$ cat config.mk
export PLATFORM = sky130hd
export DESIGN_NAME = contiguous_minor_range_allocator_core_flat
export DESIGN_NICKNAME = d
export VERILOG_FILES = /design/src/hdl/cmra_pkg.sv /design/src/hdl/cmra_req_if.sv /design/src/hdl/cmra_rsp_if.sv /design/src/hdl/cmra_ram.sv /design/src/hdl/contiguous_minor_range_allocator_core.sv /design/src/flat_wrapper.sv
export SDC_FILE = /design/constraint.sdc
export NUM_CORES = 1
export LEC_CHECK = 0
export BUFFER_PORTS_ARGS = -buffer_cell sky130_fd_sc_hd__buf_2
export CORE_ASPECT_RATIO = 0.9
export CORE_MARGIN = 5
export CORE_UTILIZATION = 29
export CTS_CLUSTER_DIAMETER = 200
export DETAILED_ROUTE_END_ITERATION = 16
export HOLD_SLACK_MARGIN = 0.02
export PLACE_DENSITY = 0.54
export SLEW_MARGIN = 20
export SYNTH_ARGS = -nofsm -noshare
export SYNTH_HDL_FRONTEND = slang
export SYNTH_SLANG_ARGS = --single-unit
$ cat constraint.sdc
create_clock -name i_clk -period 13 [get_ports i_clk]
set_clock_uncertainty 0.1 [all_clocks]
set_input_delay 0.65 -clock i_clk [delete_from_list [all_inputs] [get_ports i_clk]]
set_output_delay 0.65 -clock i_clk [all_outputs]
set_load 0.1 [all_outputs]
$ cat src/hdl/cmra_pkg.sv
`timescale 1ns / 1ps
// Shared constants for the contiguous minor range allocator.
// Used by the channel interfaces and the allocator core; no dependencies.
package cmra_pkg;

    // Default slot table depth
    localparam int DEF_TABLE_DEPTH = 256;

    // Field widths
    localparam int KIND_W = 2;
    localparam int LEN_W  = 9;
    localparam int NUM_W  = 20;
    localparam int STAT_W = 2;
    localparam int SLOT_W = 2;

    // Slot states
    localparam logic [SLOT_W-1:0] SLOT_FREE     = 2'd0;
    localparam logic [SLOT_W-1:0] SLOT_RESERVED = 2'd1;
    localparam logic [SLOT_W-1:0] SLOT_IN_USE   = 2'd2;

    // Request kinds
    localparam logic [KIND_W-1:0] KIND_ALLOC = 2'd0;
    localparam logic [KIND_W-1:0] KIND_CLAIM = 2'd1;
    localparam logic [KIND_W-1:0] KIND_FREE  = 2'd2;

    // Response status codes
    localparam logic [STAT_W-1:0] ST_OK      = 2'd0;
    localparam logic [STAT_W-1:0] ST_INVALID = 2'd1;
    localparam logic [STAT_W-1:0] ST_NO_RUN  = 2'd2;

    // Configuration port
    localparam int CFG_DATA_W = 32;
    localparam int CFG_ADDR_W = 3;
    localparam logic REG_SLOTS_IN_USE  = 1'b0;  // byte address 0
    localparam logic REG_NUMBER_OFFSET = 1'b1;  // byte address 4

    // Register reset values
    localparam logic [LEN_W-1:0] SLOTS_RESET  = 9'd256;
    localparam logic [NUM_W-1:0] OFFSET_RESET = 20'd0;

endpackage

$ cat src/hdl/cmra_req_if.sv
`timescale 1ns / 1ps
// Request channel: valid/ready handshake plus the allocator request fields.
// Depends on cmra_pkg.
interface cmra_req_if import cmra_pkg::*; ();

    logic              valid;
    logic              ready;
    logic [KIND_W-1:0] kind;
    logic [LEN_W-1:0]  run_length;
    logic [NUM_W-1:0]  range_start;
    logic              mark_in_use;

    modport source (
        output valid, kind, run_length, range_start, mark_in_use,
        input  ready
    );

    modport sink (
        input  valid, kind, run_length, range_start, mark_in_use,
        output ready
    );

endinterface

$ cat src/hdl/cmra_rsp_if.sv
`timescale 1ns / 1ps
// Response channel: valid/ready handshake plus status and granted start.
// Depends on cmra_pkg.
interface cmra_rsp_if import cmra_pkg::*; ();

    logic              valid;
    logic              ready;
    logic [STAT_W-1:0] status;
    logic [NUM_W-1:0]  granted_start;

    modport source (
        output valid, status, granted_start,
        input  ready
    );

    modport sink (
        input  valid, status, granted_start,
        output ready
    );

endinterface

$ cat src/hdl/cmra_ram.sv
`timescale 1ns / 1ps
// Generic single-write, single-read RAM with registered read data.
// No dependencies.
module cmra_ram #(
    parameter int WIDTH = 2,
    parameter int DEPTH = 256,
    localparam int AW   = (DEPTH > 1) ? $clog2(DEPTH) : 1
) (
    input  logic             i_clk,
    input  logic             i_we,
    input  logic [AW-1:0]    i_waddr,
    input  logic [WIDTH-1:0] i_wdata,
    input  logic [AW-1:0]    i_raddr,
    output logic [WIDTH-1:0] o_rdata
);

    logic [WIDTH-1:0] r_mem [DEPTH];
    logic [WIDTH-1:0] r_rdata;

    always_ff @(posedge i_clk) begin
        if (i_we) begin
            r_mem[i_waddr] <= i_wdata;
        end
        r_rdata <= r_mem[i_raddr];
    end

    assign o_rdata = r_rdata;

endmodule

$ cat src/hdl/contiguous_minor_range_allocator_core.sv
`timescale 1ns / 1ps
// First-fit contiguous run allocator over a slot table held in one RAM.
// Depends on cmra_pkg, cmra_req_if, cmra_rsp_if and cmra_ram.
//
// The block handles one request at a time; the slot table RAM has a single
// read and a single write port, and the sequencer touches one slot per cycle.
// After reset a clearing pass writes every slot free, during which no
// request is accepted (configuration writes are taken).
// An allocate scans from slot 0 one slot per cycle up to the end of the
// first fitting run (at most the usable size), then writes run_length slots;
// when no run fits it answers with the no-run status. A claim reads its
// range then writes it in use, or stops with the invalid status when it
// meets a slot that is not reserved; a free writes its range free.
// Rejected requests go straight to the response. A response waits in an
// output register; a new request is taken once the previous result is
// registered.
module contiguous_minor_range_allocator_core
    import cmra_pkg::*;
#(
    parameter int TABLE_DEPTH = DEF_TABLE_DEPTH
) (
    input  logic                  i_clk,
    input  logic                  i_rst_n,
    cmra_req_if.sink              i_req,
    cmra_rsp_if.source            o_rsp,
    input  logic                  psel,
    input  logic                  penable,
    input  logic                  pwrite,
    input  logic [CFG_ADDR_W-1:0] paddr,
    input  logic [CFG_DATA_W-1:0] pwdata,
    output logic [CFG_DATA_W-1:0] prdata,
    output logic                  pready
);

    localparam int AW = (TABLE_DEPTH > 1) ? $clog2(TABLE_DEPTH) : 1;
    localparam int CW = $clog2(TABLE_DEPTH + 1);
    localparam int SW = (CW > LEN_W) ? CW : LEN_W;

    typedef enum logic [5:0] {
        S_CLEAR = 6'b000001,
        S_IDLE  = 6'b000010,
        S_CHECK = 6'b000100,
        S_SCAN  = 6'b001000,
        S_WRITE = 6'b010000,
        S_FIN   = 6'b100000
    } t_state;

    // Control registers
    t_state            r_state,     n_state;
    logic [LEN_W-1:0]  r_slots;
    logic [NUM_W-1:0]  r_offset;
    logic [CW-1:0]     r_ptr,       n_ptr;
    logic              r_pend,      n_pend;
    logic              r_out_valid, n_out_valid;

    // Payload registers
    logic [KIND_W-1:0] r_kind,      n_kind;
    logic [LEN_W-1:0]  r_len,       n_len;
    logic [NUM_W-1:0]  r_start,     n_start;
    logic              r_mark,      n_mark;
    logic [CW-1:0]     r_end,       n_end;
    logic [CW-1:0]     r_dpos,      n_dpos;
    logic [LEN_W-1:0]  r_run,       n_run;
    logic [CW-1:0]     r_first,     n_first;
    logic [SLOT_W-1:0] r_code,      n_code;
    logic [STAT_W-1:0] r_status,    n_status;
    logic              r_grant,     n_grant;
    logic [STAT_W-1:0] r_out_status,n_out_status;
    logic [NUM_W-1:0]  r_out_start, n_out_start;

    // RAM signals
    logic              w_we;
    logic [AW-1:0]     w_waddr;
    logic [SLOT_W-1:0] w_wdata;
    logic [SLOT_W-1:0] w_rdata;

    // Derived values
    logic [CW-1:0]     w_size;
    logic [NUM_W:0]    w_diff;
    logic [NUM_W:0]    w_range_end;
    logic              w_issue;
    logic [CW-1:0]     w_ptr_inc;
    logic              w_cfg_wr;

    // Usable size, limited to the table depth
    always_comb begin
        if (SW'(r_slots) > SW'(TABLE_DEPTH)) begin
            w_size = CW'(TABLE_DEPTH);
        end else begin
            w_size = CW'(r_slots);
        end
    end

    // Range translation for claim and free
    assign w_diff      = {1'b0, r_start} - {1'b0, r_offset};
    assign w_range_end = {1'b0, w_diff[NUM_W-1:0]} + (NUM_W + 1)'(r_len);

    assign w_issue   = (r_ptr < r_end);
    assign w_ptr_inc = r_ptr + CW'(1);

    // Slot table
    cmra_ram #(
        .WIDTH (SLOT_W),
        .DEPTH (TABLE_DEPTH)
    ) u_slot_ram (
        .i_clk   (i_clk),
        .i_we    (w_we),
        .i_waddr (w_waddr),
        .i_wdata (w_wdata),
        .i_raddr (r_ptr[AW-1:0]),
        .o_rdata (w_rdata)
    );

    // Sequencer
    always_comb begin
        n_state      = r_state;
        n_ptr        = r_ptr;
        n_pend       = 1'b0;
        n_out_valid  = r_out_valid && !o_rsp.ready;
        n_kind       = r_kind;
        n_len        = r_len;
        n_start      = r_start;
        n_mark       = r_mark;
        n_end        = r_end;
        n_dpos       = r_dpos;
        n_run        = r_run;
        n_first      = r_first;
        n_code       = r_code;
        n_status     = r_status;
        n_grant      = r_grant;
        n_out_status = r_out_status;
        n_out_start  = r_out_start;
        w_we         = 1'b0;
        w_waddr      = r_ptr[AW-1:0];
        w_wdata      = r_code;

        case (r_state)
            // Clear the table after reset, one slot a cycle
            S_CLEAR: begin
                w_we    = 1'b1;
                w_wdata = SLOT_FREE;
                if (r_ptr == CW'(TABLE_DEPTH - 1)) begin
                    n_ptr   = '0;
                    n_state = S_IDLE;
                end else begin
                    n_ptr = w_ptr_inc;
                end
            end

            // Take a request
            S_IDLE: begin
                if (i_req.valid) begin
                    n_kind   = i_req.kind;
                    n_len    = i_req.run_length;
                    n_start  = i_req.range_start;
                    n_mark   = i_req.mark_in_use;
                    n_grant  = 1'b0;
                    n_status = ST_INVALID;
                    n_state  = S_CHECK;
                end
            end

            // Validate and set up the scan or write
            S_CHECK: begin
                n_state = S_FIN;
                n_run   = '0;
                if (r_len != '0) begin
                    case (r_kind)
                        KIND_ALLOC: begin
                            if (SW'(r_len) <= SW'(w_size)) begin
                                n_ptr   = '0;
                                n_end   = w_size;
                                n_first = '0;
                                n_state = S_SCAN;
                            end
                        end
                        KIND_CLAIM, KIND_FREE: begin
                            if (!w_diff[NUM_W] &&
                                (w_range_end <= (NUM_W + 1)'(w_size))) begin
                                n_ptr   = CW'(w_diff[NUM_W-1:0]);
                                n_first = CW'(w_diff[NUM_W-1:0]);
                                n_end   = CW'(w_range_end);
                                if (r_kind == KIND_FREE) begin
                                    n_code   = SLOT_FREE;
                                    n_status = ST_OK;
                                    n_state  = S_WRITE;
                                end else begin
                                    n_state = S_SCAN;
                                end
                            end
                        end
                        default: begin
                            n_status = ST_INVALID;
                        end
                    endcase
                end
            end

            // Read one slot a cycle; examine the slot read last cycle
            S_SCAN: begin
                if (w_issue) begin
                    n_ptr  = w_ptr_inc;
                    n_pend = 1'b1;
                    n_dpos = r_ptr;
                end
                if (r_pend) begin
                    if (r_kind == KIND_ALLOC) begin
                        if (w_rdata == SLOT_FREE) begin
                            if (r_run + LEN_W'(1) == r_len) begin
                                // run complete
                                n_pend   = 1'b0;
                                n_ptr    = r_first;
                                n_end    = CW'(SW'(r_first) + SW'(r_len));
                                n_code   = r_mark ? SLOT_IN_USE : SLOT_RESERVED;
                                n_status = ST_OK;
                                n_grant  = 1'b1;
                                n_state  = S_WRITE;
                            end else begin
                                n_run = r_run + LEN_W'(1);
                            end
                        end else begin
                            // skip past the occupied slot
                            n_run   = '0;
                            n_first = r_dpos + CW'(1);
                        end
                    end else if (w_rdata != SLOT_RESERVED) begin
                        n_pend   = 1'b0;
                        n_status = ST_INVALID;
                        n_state  = S_FIN;
                    end
                end else if (!w_issue) begin
                    if (r_kind == KIND_ALLOC) begin
                        n_status = ST_NO_RUN;
                        n_state  = S_FIN;
                    end else begin
                        n_ptr    = r_first;
                        n_code   = SLOT_IN_USE;
                        n_status = ST_OK;
                        n_state  = S_WRITE;
                    end
                end
            end

            // Mark the range, one slot a cycle
            S_WRITE: begin
                w_we = 1'b1;
                if (w_ptr_inc >= r_end) begin
                    n_state = S_FIN;
                end else begin
                    n_ptr = w_ptr_inc;
                end
            end

            // Load the response register once it is free
            S_FIN: begin
                if (!r_out_valid || o_rsp.ready) begin
                    n_out_valid  = 1'b1;
                    n_out_status = r_status;
                    n_out_start  = r_grant ? (r_offset + NUM_W'(r_first)) : '0;
                    n_ptr        = '0;
                    n_state      = S_IDLE;
                end
            end

            default: begin
                n_state = S_IDLE;
            end
        endcase
    end

    // Configuration write strobe
    assign w_cfg_wr = psel && penable && pwrite && pready;

    // Control state
    always_ff @(posedge i_clk) begin
        if (!i_rst_n) begin
            r_state     <= S_CLEAR;
            r_ptr       <= '0;
            r_pend      <= 1'b0;
            r_out_valid <= 1'b0;
            r_slots     <= SLOTS_RESET;
            r_offset    <= OFFSET_RESET;
        end else begin
            r_state     <= n_state;
            r_ptr       <= n_ptr;
            r_pend      <= n_pend;
            r_out_valid <= n_out_valid;
            if (w_cfg_wr) begin
                case (paddr[2])
                    REG_SLOTS_IN_USE:  r_slots  <= pwdata[LEN_W-1:0];
                    REG_NUMBER_OFFSET: r_offset <= pwdata[NUM_W-1:0];
                    default: ;
                endcase
            end
        end
    end

    // Request and response payload
    always_ff @(posedge i_clk) begin
        r_kind       <= n_kind;
        r_len        <= n_len;
        r_start      <= n_start;
        r_mark       <= n_mark;
        r_end        <= n_end;
        r_dpos       <= n_dpos;
        r_run        <= n_run;
        r_first      <= n_first;
        r_code       <= n_code;
        r_status     <= n_status;
        r_grant      <= n_grant;
        r_out_status <= n_out_status;
        r_out_start  <= n_out_start;
    end

    // Configuration read
    always_comb begin
        case (paddr[2])
            REG_SLOTS_IN_USE:  prdata = CFG_DATA_W'(r_slots);
            REG_NUMBER_OFFSET: prdata = CFG_DATA_W'(r_offset);
            default:           prdata = '0;
        endcase
    end

    assign pready = 1'b1;

    // Channel outputs
    assign i_req.ready         = (r_state == S_IDLE);
    assign o_rsp.valid         = r_out_valid;
    assign o_rsp.status        = r_out_status;
    assign o_rsp.granted_start = r_out_start;

endmodule
$ cat src/flat_wrapper.sv
// flat-port wrapper written by rule: the top's interface ports become plain ports
module contiguous_minor_range_allocator_core_flat import cmra_pkg::*;
#(
    parameter int TABLE_DEPTH = DEF_TABLE_DEPTH
)
  (i_clk, i_rst_n, psel, penable, pwrite, paddr, pwdata, prdata, pready, i_req_valid, i_req_kind, i_req_run_length, i_req_range_start, i_req_mark_in_use, i_req_ready, o_rsp_valid, o_rsp_status, o_rsp_granted_start, o_rsp_ready);
  cmra_req_if i_req_i ();
  cmra_rsp_if o_rsp_i ();
  input  logic i_clk;
  input  logic i_rst_n;
  input  logic psel;
  input  logic penable;
  input  logic pwrite;
  input  logic [CFG_ADDR_W-1:0] paddr;
  input  logic [CFG_DATA_W-1:0] pwdata;
  output logic [CFG_DATA_W-1:0] prdata;
  output logic pready;
  input wire logic [$bits(i_req_i.valid)-1:0] i_req_valid;
  input wire logic [$bits(i_req_i.kind)-1:0] i_req_kind;
  input wire logic [$bits(i_req_i.run_length)-1:0] i_req_run_length;
  input wire logic [$bits(i_req_i.range_start)-1:0] i_req_range_start;
  input wire logic [$bits(i_req_i.mark_in_use)-1:0] i_req_mark_in_use;
  output wire logic [$bits(i_req_i.ready)-1:0] i_req_ready;
  output wire logic [$bits(o_rsp_i.valid)-1:0] o_rsp_valid;
  output wire logic [$bits(o_rsp_i.status)-1:0] o_rsp_status;
  output wire logic [$bits(o_rsp_i.granted_start)-1:0] o_rsp_granted_start;
  input wire logic [$bits(o_rsp_i.ready)-1:0] o_rsp_ready;
  assign i_req_i.valid = i_req_valid;
  assign i_req_i.kind = i_req_kind;
  assign i_req_i.run_length = i_req_run_length;
  assign i_req_i.range_start = i_req_range_start;
  assign i_req_i.mark_in_use = i_req_mark_in_use;
  assign i_req_ready = i_req_i.ready;
  assign o_rsp_valid = o_rsp_i.valid;
  assign o_rsp_status = o_rsp_i.status;
  assign o_rsp_granted_start = o_rsp_i.granted_start;
  assign o_rsp_i.ready = o_rsp_ready;
  contiguous_minor_range_allocator_core #(.TABLE_DEPTH(TABLE_DEPTH)) u_core (.i_clk(i_clk), .i_rst_n(i_rst_n), .i_req(i_req_i), .o_rsp(o_rsp_i), .psel(psel), .penable(penable), .pwrite(pwrite), .paddr(paddr), .pwdata(pwdata), .prdata(prdata), .pready(pready));
endmodule
Word level (Yosys, flattened, before mapping):

Memory sizes are Yosys's and may differ from the RTL's. A register that Yosys moved wholly into a read port is not among the register bits.
Cells that the tools add are included.

* add/subtract/negate cells: 7
* $lt $le $gt $ge: 5
* equality and inequality tests: 39
* multiplexer cells: 93
* bitwise gates (word level): 1
* reduce and logical (&&, ||, !) cells: 31

Operator list (count)
* 9-bit two-way mux: 28
* 9-bit case mux with 2 select lines: 5
* 6-bit two-way mux: 14
* 32-bit case mux with 2 select lines: 1
* 9-bit case mux with 5 select lines: 1
* 2-bit two-way mux: 21
* 6-bit case mux with 6 select lines: 1
* 9-bit by 1-bit adder with 9-bit output (second input constant): 3
* 2-bit by 1-bit != test with 1-bit output (second input constant): 12
* 20-bit by 9-bit adder with 21-bit output: 1
* 21-bit by 9-bit <= comparator with 1-bit output: 1
* 20-bit by 20-bit subtractor with 21-bit output: 1
* 20-bit by 9-bit adder with 20-bit output: 1
* 10-bit AND reduction: 2
* 1-bit two-way mux: 16
* 8-bit AND reduction: 2
* 3-bit by 2-bit != test with 1-bit output (second input constant): 5
* 3-bit != test (second input constant): 4
* 4-bit != test (second input constant): 3
* 6-bit case mux with 2 select lines: 1
* 2-bit AND reduction: 6
* 9-bit adder: 1
* 9-bit by 8-bit equality test with 1-bit output (second input constant): 1
* 9-bit equality test: 1
* other kinds (32): 44

* bits in registers: 141
* RAM bits: 512
* input bits: 74
* output and inout bits: 57
* word-level logic and storage cells: 196
* memories kept: 1

Memory list
* u_core.u_slot_ram.r_mem: depth 256, bits a word 2, rd ports 1, clocked after Yosys merged registers in 1, wr ports 1, line cmra_ram.sv:17 `logic [WIDTH-1:0] r_mem [DEPTH];`

Logic depth before layout (Yosys ltp):

Gate-level depths: netlist of the first run.

* depth in word-level cells: 8
* depth in mapped cells: 26

Modules after synthesis:

Synthesis of the first run repeated with hierarchy kept, for this count alone.

* cell total of the unflattened synthesis: 2390
* area, all modules: 31751.7 sq um

By module, submodules not included
* cmra_ram: instances 1, cells an instance 1242, area an instance 21381.8 sq um
* contiguous_minor_range_allocator_core: instances 1, cells an instance 1148, area an instance 10369.9 sq um

Worst setup path after synthesis of the first run:

Ideal clock, no wire load.

* path type: reg2reg
* start: reg u_core.r_start[0]
* end: reg u_core.r_first[0] (enable)
* setup time: 0.377 ns
* arrival time: 4.867 ns
* data required time: 12.523 ns
* setup slack: 7.656 ns
* cell stages (with the launch flop): 26
* path buffers: 0
* period minus slack after synthesis: 5.344 ns
* path through: edfxtp_1 > inv_1 > ha_1 > inv_1 > fa_1 > a21o_1 > a21oi_1 > xor2_1 > inv_1 > ha_1 > o21ai_0 > nor2_1 > o31a_1 > o21a_1 > nor2_1 > xnor2_1 > ha_1 > and4_1 > a21oi_1 > o211ai_1 > o21ai_0 > nand2_1 > nor4b_2 > o211ai_4 > a211o_1 > a21boi_1

* longest elaborated chain between the ends: 6

Ends and longest elaborated chain
* start, declared: line contiguous_minor_range_allocator_core.sv:59 `logic [NUM_W-1:0] r_start, n_start;`
* start signal, assigned: line contiguous_minor_range_allocator_core.sv:302 `r_start <= n_start;`
* 20-bit by 20-bit subtractor with 21-bit output *: line contiguous_minor_range_allocator_core.sv:95 `assign w_diff = {1'b0, r_start} - {1'b0, r_offset};`
* 20-bit by 9-bit adder with 21-bit output: line contiguous_minor_range_allocator_core.sv:96 `assign w_range_end = {1'b0, w_diff[NUM_W-1:0]} + (NUM_W + 1)'(r_len);`
* 21-bit by 9-bit <= comparator with 1-bit output: line contiguous_minor_range_allocator_core.sv:179 `(w_range_end <= (NUM_W + 1)'(w_size))) begin`
* 1-bit logical AND *: line contiguous_minor_range_allocator_core.sv:178 `if (!w_diff[NUM_W] &&`
* 3-bit by 2-bit != test with 1-bit output (no source line) *
* 8-bit AND reduction (no source line) *
* end signal, assigned: line contiguous_minor_range_allocator_core.sv:307 `r_first <= n_first;`
* end, declared: line contiguous_minor_range_allocator_core.sv:64 `logic [CW-1:0] r_first, n_first;`

Mark *: on every way between the ends. The rest lies on a longest branch, timed or not.
A chain may end at the register's enable or synchronous reset.

Final worst setup path of the first run:

* start: reg u_core.r_offset[1]
* end: reg u_core.r_first[7] (enable)

* longest elaborated chain between the ends: 6

Ends and longest elaborated chain
* start, declared: line contiguous_minor_range_allocator_core.sv:51 `logic [NUM_W-1:0] r_offset;`
* start signal, assigned: line contiguous_minor_range_allocator_core.sv:291 `REG_NUMBER_OFFSET: r_offset <= pwdata[NUM_W-1:0];`
* 20-bit by 20-bit subtractor with 21-bit output *: line contiguous_minor_range_allocator_core.sv:95
* 20-bit by 9-bit adder with 21-bit output: line contiguous_minor_range_allocator_core.sv:96
* 21-bit by 9-bit <= comparator with 1-bit output: line contiguous_minor_range_allocator_core.sv:179
* 1-bit logical AND *: line contiguous_minor_range_allocator_core.sv:178
* 3-bit by 2-bit != test with 1-bit output (no source line) *
* 8-bit AND reduction (no source line) *

Marks and branches as above.

==> impl_summary.md, run 1 <==
Run status
The run finished with clean final reports.

Final layout
Once layout is complete, the utilization of the core stands at 0.332. The finished cells cover 35000 µm². The area growth from synthesis to layout is 13.8%. The antenna diode count is 0. Leaving out fill and tap cells, the most frequent cell in the layout is sky130_fd_sc_hd__edfxtp_1. The final layout net count is 2398. The top cell types in the final layout, fill and taps aside, are 607 x sky130_fd_sc_hd__edfxtp_1, 328 x sky130_fd_sc_hd__nor2_1, 166 x sky130_fd_sc_hd__mux4_2.

In the final layout, the share of cells above drive strength 1 is 0.199.

CTS
CTS built an H-tree with a depth of 3. The CTS tree is yes. Gates resized during post-CTS repair numbered 0. The clock buffer count from CTS is 70. The TritonCTS sink count is about 660. The number of buffers inserted for hold repair after clock tree synthesis is 0. In this run the post-CTS setup repair buffer count came out at 0. The clock tree buffer depth is 3.

The clock-pin transition on the worst setup and hold timing paths is 60 ps. Clock latency on the worst-skew pair, taken at its later pin, is 620 ps. The buffer cell driving the clock tree root is sky130_fd_sc_hd__clkbuf_16.

Route
Before antenna repair, the detailed router went through 5 iterations. The wire length reported by the detailed router is 82500 µm. Using the TritonRoute via totals, the vias-per-cell ratio works out to roughly 5.1.

The detail route stage leaves a number of antenna-violating nets equal to 0. The average wire length per cell after detail routing is 22.6 µm. For this run, design rule violations remaining after detail routing come to 0. The routed layout has between 15k and 20k vias. For this block, the initial DRC count from the detailed router was 1856.

GRT
The number of global-route vias before repair is 19.3k. Summed over all layers, the global routing overflow is 0. Entering global routing, the biggest net connects 110 pins.

The global-route total usage across every layer is 0.143. The number of antenna violations at the first check in global routing is 0. The wire length of the first global-routing pass is 123000 µm.

STA
At the pin with the least slew margin, the transition time is 1040 ps. The setup-violating endpoint count in the final report is 0. Based on the critical path, the design can be clocked at up to 150 MHz. The ratio of final minimum period to clock period is 0.513.

The setup TNS is 0 ps. Setup repair after global routing left no endpoint under its margin. The hold slack is about 100 ps. The count of endpoints failing hold in the final timing report is 0. The worst relative slew slack is 0.307.

The clock period could shrink to 6660 ps. The max-slew violation count is 0.

Die
The die is 319 µm tall. The placement row count is 113. The boundary pin count is between 100 and 150. The core outline area is 105000 µm². The die covers 113000 µm². In this run the horizontal extent of the chip is 353 µm. The initial utilization of the core area, before any placement, comes to 0.292.

Worst setup path
The kind of start point of the critical path is a flop. Measured in cells, the most critical reg-to-reg path has a length of 22. The startpoint identified for the worst register-to-register timing path is u_core.r_offset[1]. The largest delay contributor family on the critical path is compound AO/OA/AOI/OAI gates. The longest individual stage delay on the worst path is 670 ps. The maximum fanout along the worst path is 10.

The library cell contributing the largest single delay on the critical path is sky130_fd_sc_hd__xnor2_1. The signal on the critical path passes through inv_1 -> ha_1 -> nor2b_1 -> o21a_1 -> nor2_1 -> xnor2_1 -> ha_1 -> o21ai_0 -> nor2_1 -> o31a_1 -> o21a_1 -> nor2_1 -> xnor2_1 -> ha_1 -> and4_1 -> nand2_1 -> o21ai_0 -> nand2_1 -> nor4b_2 -> o211ai_4 -> a211o_1 -> a21boi_1. The data required time at the worst endpoint is 13150 ps. The class of the most critical setup path is reg -> reg. The setup slack on the worst flop-to-flop path is 6340 ps. In this run the critical register-to-register path is captured at u_core.r_first[7]. The number of buffers and inverters on the critical path is 1.

The endpoint type of the worst setup path is a flop. Data arrives at the worst endpoint at between 6000 and 7000 ps.

Yosys
For this run, the register share of the synthesized area comes to 0.624. Synthesis produced a netlist whose cell count is 2143. For this run, asynchronously set or reset flops after synthesis account for 0.

Ranked by total cell area, the synthesized netlist is headed by sky130_fd_sc_hd__edfxtp_1 59%, sky130_fd_sc_hd__mux4_2 12%, sky130_fd_sc_hd__nor2_1 4.0%, sky130_fd_sc_hd__ha_1 3.9%, sky130_fd_sc_hd__dfxtp_1 3.1%. The largest area contributor in the netlist is sky130_fd_sc_hd__edfxtp_1. The post-synthesis cell area is 30800 µm². The prevailing post-synth register cell is sky130_fd_sc_hd__edfxtp_1. The count of distinct cell types in the synthesized netlist is 91. The synthesis-stage register bit count is 655. The synthesized area divided by synthesized cell count is 14.4 µm². Yosys mapped a number of flops with a built-in enable equal to 607.

Yosys printed 0 warnings. The share of the synthesized area in the top cell type is 0.592.

Pwr
VDD sags by at most 108 µV. Dividing total power by cell area gives a power density of 151 nW/µm². Summed over all cells, the static leakage comes to ~11 nW.

Placement
Once detailed placement completed, the half-perimeter wirelength came to 50800 µm. The final weighted congestion in routability-driven placement is about 0.87. In this run the tool buffered the top-level ports with about 100 buffer cells. The total placed instance area is around 33000 µm².

Min path
In this run the worst hold path is classified as in -> reg. The hold path startpoint is i_req_run_length[4]. The worst hold path stage count is 1. The worst hold path endpoint is u_core.r_len[4].

Flow run
The number of violations of the max-capacitance limit is 0.
through the flow:
| stage | total power, mW | cells | setup slack, ps |
|---|---|---|---|
| finish | 5.28 | 3657 | 6340 |
| global route | 5.49 | 3657 | 5870 |
| global placement | 3.34 | 3532 | 6360 |
| floorplan | 3.07 | 2154 | 7660 |
| detailed placement | 3.36 | 3532 | 6310 |
| CTS | 5.34 | 3657 | 6280 |
report_power, final:
group | switching, mW | internal [mW] | leakage, nW | total (mW)
clock | 0.867 | 1.11 | 1.11 | 1.97
combinational | 0.537 | 0.363 | 4.27 | 0.900
sequential | 0.0412 | 2.36 | 6.02 | 2.41
total | 1.45 | 3.83 | 11.4 | 5.28
worst register-to-register path, stage by stage, from the launching register on:
cell                       delay [ps]
sky130_fd_sc_hd__dfxtp_1          390
sky130_fd_sc_hd__inv_1            120
sky130_fd_sc_hd__ha_1             290
sky130_fd_sc_hd__nor2b_1          230
sky130_fd_sc_hd__o21a_1           150
sky130_fd_sc_hd__nor2_1            50
sky130_fd_sc_hd__xnor2_1          670
sky130_fd_sc_hd__ha_1             430
sky130_fd_sc_hd__o21ai_0          230
sky130_fd_sc_hd__nor2_1           100
sky130_fd_sc_hd__o31a_1           290
sky130_fd_sc_hd__o21a_1           180
sky130_fd_sc_hd__nor2_1           110
sky130_fd_sc_hd__xnor2_1          110
sky130_fd_sc_hd__ha_1             310
sky130_fd_sc_hd__and4_1           230
sky130_fd_sc_hd__nand2_1           70
sky130_fd_sc_hd__o21ai_0          490
sky130_fd_sc_hd__nand2_1          130
sky130_fd_sc_hd__nor4b_2          360
sky130_fd_sc_hd__o211ai_4         220
sky130_fd_sc_hd__a211o_1          380
sky130_fd_sc_hd__a21boi_1         660
state kept, by name (all words and copies together) (netlist names), 6 cells and up:
register and count:
u_core.r_end 9, u_core.r_len 9, u_core.r_dpos 9, u_core.r_slots 9, u_core.r_state 6, u_core.r_first 9
u_core.r_offset 20, u_core.r_run 9, u_core.r_start 20, u_core.u_slot_ram.r_mem 512, u_core.o_rsp.granted_start 20, u_core.r_ptr 9
cell usage after synthesis, types with 19 or more instances:
cell                       instances
sky130_fd_sc_hd__o21a_1           19
sky130_fd_sc_hd__edfxtp_1        607
sky130_fd_sc_hd__buf_2            20
sky130_fd_sc_hd__nand3_1          56
sky130_fd_sc_hd__and2_1           24
sky130_fd_sc_hd__dfxtp_1          48
sky130_fd_sc_hd__xnor2_1          48
sky130_fd_sc_hd__xor2_1           20
sky130_fd_sc_hd__a21oi_1          82
sky130_fd_sc_hd__o21ai_0          53
sky130_fd_sc_hd__nand2_1         126
sky130_fd_sc_hd__a21o_1           23
sky130_fd_sc_hd__nor2_1          328
sky130_fd_sc_hd__nor2b_1          23
sky130_fd_sc_hd__clkbuf_1         77
sky130_fd_sc_hd__mux4_2          166
sky130_fd_sc_hd__a211oi_1         19
sky130_fd_sc_hd__nor3_1           19
sky130_fd_sc_hd__ha_1             96
sky130_fd_sc_hd__inv_1            67
area by class of cell:
type                    instances  area, µm²
fillers                     10200      70400
flip-flops and latches        655      19200
multi-input cells            1308      10900
clock buffers                  83       1830
well taps                    1380       1730
repair buffers                121        663
clock inverters                42        428
inverters                      68        255
routing by layer:
metal / track usage / vias up / share of wire
met5: 0 / - / 0
met4: 0.0391 / 0 / 0.023
met3: 0.0276 / 137 / 0.069
met2: 0.232 / 749 / 0.47
met1: 0.199 / 9592 / 0.43
li1: - / 8318 / -
cells by family (layout without fill, tap and decap cells):
logic type	Yosys count	count (layout)	share of synthesized area
flops	655	655	0.624
simple gates	655	655	0.0954
compound gates	285	285	0.0638
mux	183	183	0.128
buf+inv	191	314	0.0259
other cells	2	13	0.000244
fa+ha+maj	100	100	0.0416
xor+xnor	72	72	0.0219
how the worst max path moves through the flow:
| stage | depth (start not counted) | from | to |
|---|---|---|---|
| after floorplan | 25 | u_core.r_start[0] | u_core.r_first[0] |
| after global placement | 24 | u_core.r_start[0] | u_core.r_first[0] |
| after detailed placement | 24 | u_core.r_start[0] | u_core.r_first[1] |
| after CTS | 24 | u_core.r_start[0] | u_core.r_first[7] |
| after global routing | 24 | u_core.r_start[0] | u_core.r_first[7] |
| final | 22 | u_core.r_offset[1] | u_core.r_first[7] |
Note: power is estimated with default switching activity, not from simulation.
==> run 2: changes to the inputs <==
Settings changed: PLACE_DENSITY 0.54 to 0.55.
Clock period 13 ns to 6.1 ns, I/O delays scaled along.
==> impl_summary.md, run 2 (same netlist as run 1, synthesis figures left out) <==
Run status
The flow ran to the end, and the final reports show no timing, DRC or antenna violations.

Die
The die boundary width is 353 µm (unchanged). The die extent in y is 319 µm (unchanged). The effective utilization at floorplan was 0.292 (unchanged). The placement row count was 113 (unchanged). The core outline area was 105000 µm² (unchanged). The boundary pin count was 131 (unchanged). The die area is 113000 µm² (unchanged).

Placement
The half-perimeter wire length after placement came to 50800 µm (about the same). The final weighted congestion in routability-driven placement is 0.878 (+0.90%). The total of buffers placed on input and output ports is 103 (unchanged).

Worst setup path
The class of the most critical setup path is reg -> reg. The data required time at the worst endpoint is 6320 ps (-6830 ps). The arrival time of data at the critical path endpoint is 6000 ps (-810 ps). The endpoint type of the worst setup path is a flop. The cell repeated most along the worst path is sky130_fd_sc_hd__ha_1.

The kind of start point of the critical path is a flop. The longest individual stage delay on the worst path is 450 ps (-220 ps). The maximum fanout along the worst path came to 10 (unchanged).

The library cell contributing the largest single delay on the critical path is sky130_fd_sc_hd__fa_1.

CTS
The CTS tree is yes. The clock buffer count from CTS is 67 (-4.3%). The clock tree buffer depth is 3 (unchanged). The clock-pin transition on the worst setup and hold timing paths was 60 ps (about the same). The TritonCTS sink count was 655 (unchanged). The source-to-sink clock delay at the later pin of the worst-skew pair is 630 ps (about the same).

The post-CTS setup buffer count came to 0 (unchanged). The depth of the CTS H-tree is 3 (unchanged). The buffer cell driving the clock tree root is sky130_fd_sc_hd__clkbuf_16.

Final layout
The multi-input gate area in the final layout is 10900 µm² (about the same). The final layout net count is 2457 (+2.5%). The register area was 19200 µm² (unchanged).

The antenna diode count was 0 (unchanged). The fill cell instance count of the final layout came to 10.2k (-0.19%). The share of final-layout standard cells stronger than drive strength 1 is 0.193 (-0.00642). The library cell used most frequently in the layout, excluding fill and tap cells, is sky130_fd_sc_hd__edfxtp_1. In the layout the commonest cells are 607 x sky130_fd_sc_hd__edfxtp_1, 328 x sky130_fd_sc_hd__nor2_1, 166 x sky130_fd_sc_hd__mux4_2. The most flop-heavy register is u_core.u_slot_ram.r_mem. The number of flip-flops in the largest register is 512 (unchanged). The area overhead of the layout relative to synthesis is 15.3%.

STA
The max-slew violation count is 0 (unchanged). The count of endpoints failing hold in the final timing report came to 0 (unchanged). The transition time at the pin with the least slew margin is 1070 ps (+37.4 ps). The worst relative slew slack is 0.278 (-0.0295). Setup repair after global routing left no endpoint under its margin. The setup-violating endpoint count in the final report is 0 (unchanged). The fmax was 173 MHz (+15%). The ratio of final minimum period to clock period is 0.948 (+0.435).

The clock period minus worst slack is 5780 ps (-881 ps). The setup TNS is 0 ps (unchanged).

Pwr
The power per cell area is 312 nW/µm² (+110%). The combinational fraction of design power is 0.177 (+0.006). The internal power was 8.03 mW (+110%). The leakage power summed over all cells is 11.6 nW (+1.6%). The clock network power share was 0.361 (-0.013). The peak ir drop on the vdd network is 197 µV (+82%). The switching power is 3.03 mW (+110%). The final total power came to 11.1 mW (+110%). The fraction of power spent switching nets was 0.274 (about the same). The sequential fraction of design power came to 0.462 (+0.006).

GRT
The global-route total usage across every layer is 0.143 (about the same). The met1 global-route usage came to 0.202 (+0.00329). The number of antenna violations at the first check in global routing came to 0 (unchanged).

The number of global-route vias before repair is 19.6k (+1.6%). The met2 track demand over resource is 0.226 (-0.00548). The global-route track usage on met3 came to 0.0275 (-0.000114). The busiest layer in global routing is met2. The wire length of the first global-routing pass is 124000 µm (+0.39%). The pin count of the biggest net entering global routing is 177 (+61%).

The total congestion overflow after global routing is 0 (unchanged).

Route
The wire length reported by the detailed router was 83000 µm (+0.57%). The average wire length per cell after detail routing is 22.4 µm (-0.92%). The DRC violations left is 0 (unchanged). The antenna violation net count after detailed routing is 0 (unchanged). The vias per cell is 5.15 (+0.22%). The number of violations reported at the end of detailed-routing iteration 0 came to 2044 (+10%). The first-pass iteration count of the detailed router came to 6 (+1).

The via count is 19.1k (+1.7%).

Min path
The worst min-delay path class is in -> reg.

Flow run
The number of violations of the max-capacitance limit was 0 (unchanged).
-- run 2: worst max-delay path, delay by kind of cell (launching register included) --
| kind | cells | cell delay (ps) |
|---|---|---|
| fa+ha+maj | 4 | 1290 |
| xor+xnor | 2 | 470 |
| simple gates | 5 | 930 |
| compound gates | 11 | 1940 |
| buf+inv | 3 | 330 |
| flops | 1 | 410 |
-- run 2: worst paths after layout --
kind,from,slack [ps],endpoint,cells past startpoint
hold reg to reg,u_core.r_offset[12],360,u_core.r_offset[12],2
setup reg to reg,u_core.r_offset[0],320,u_core.r_first[0],25
hold / removal,o_rsp_ready,80,u_core.o_rsp.valid,3
setup / recovery,u_core.r_offset[0],320,u_core.r_first[0],25
-- run 2: layout make-up --
type | count | share of cell area
Sequential cell | 655 | 0.541
Multi-Input combinational cell | 1308 | 0.308
Clock buffer | 83 | 0.0501
Tap cell | 1380 | 0.0487
Timing Repair Buffer | 183 | 0.0363
Clock inverter | 35 | 0.00868
Inverter | 68 | 0.00720
-- run 2: power groups by stage --
stage	registers, mW	clock network [mW]	logic [mW]
finish	5.12	3.99	1.96
global route	5.12	4.28	2.08
CTS	5.12	4.10	1.98
detailed placement	5.21	0	1.94
global placement	5.21	0	1.91
floorplan	5.18	0	1.35
-- run 2: what timing repair did --
action | 4_1_cts | 5_1_grt
resized for setup | 0 | 3
setup endpoints to repair | 0 | 18
hold buffers | 53 | 0
endpoints found under the hold margin | 69 | 0
-- run 2: routing by layer --
metal	vias to the layer above	routed length (µm)
met5	-	0
met4	0	2240
met3	146	5830
met2	765	37800
met1	9766	37100
li1	8444	-
-- run 2: metrics by stage --
step | std cells | area [µm²] | utilization | worst slack [ps] | hold WS (ps)
after floorplan | 2154 | 30800 | - | 756 | 300
after global placement | 3541 | 32800 | 0.311 | 416 | 348
after detailed placement | 3541 | 32800 | 0.311 | 281 | 349
after CTS | 3712 | 35500 | 0.336 | 254 | 22.2
after global routing | 3712 | 35500 | 0.336 | 35.8 | 77.2
final | 3712 | 35500 | 0.336 | 318 | 77.9
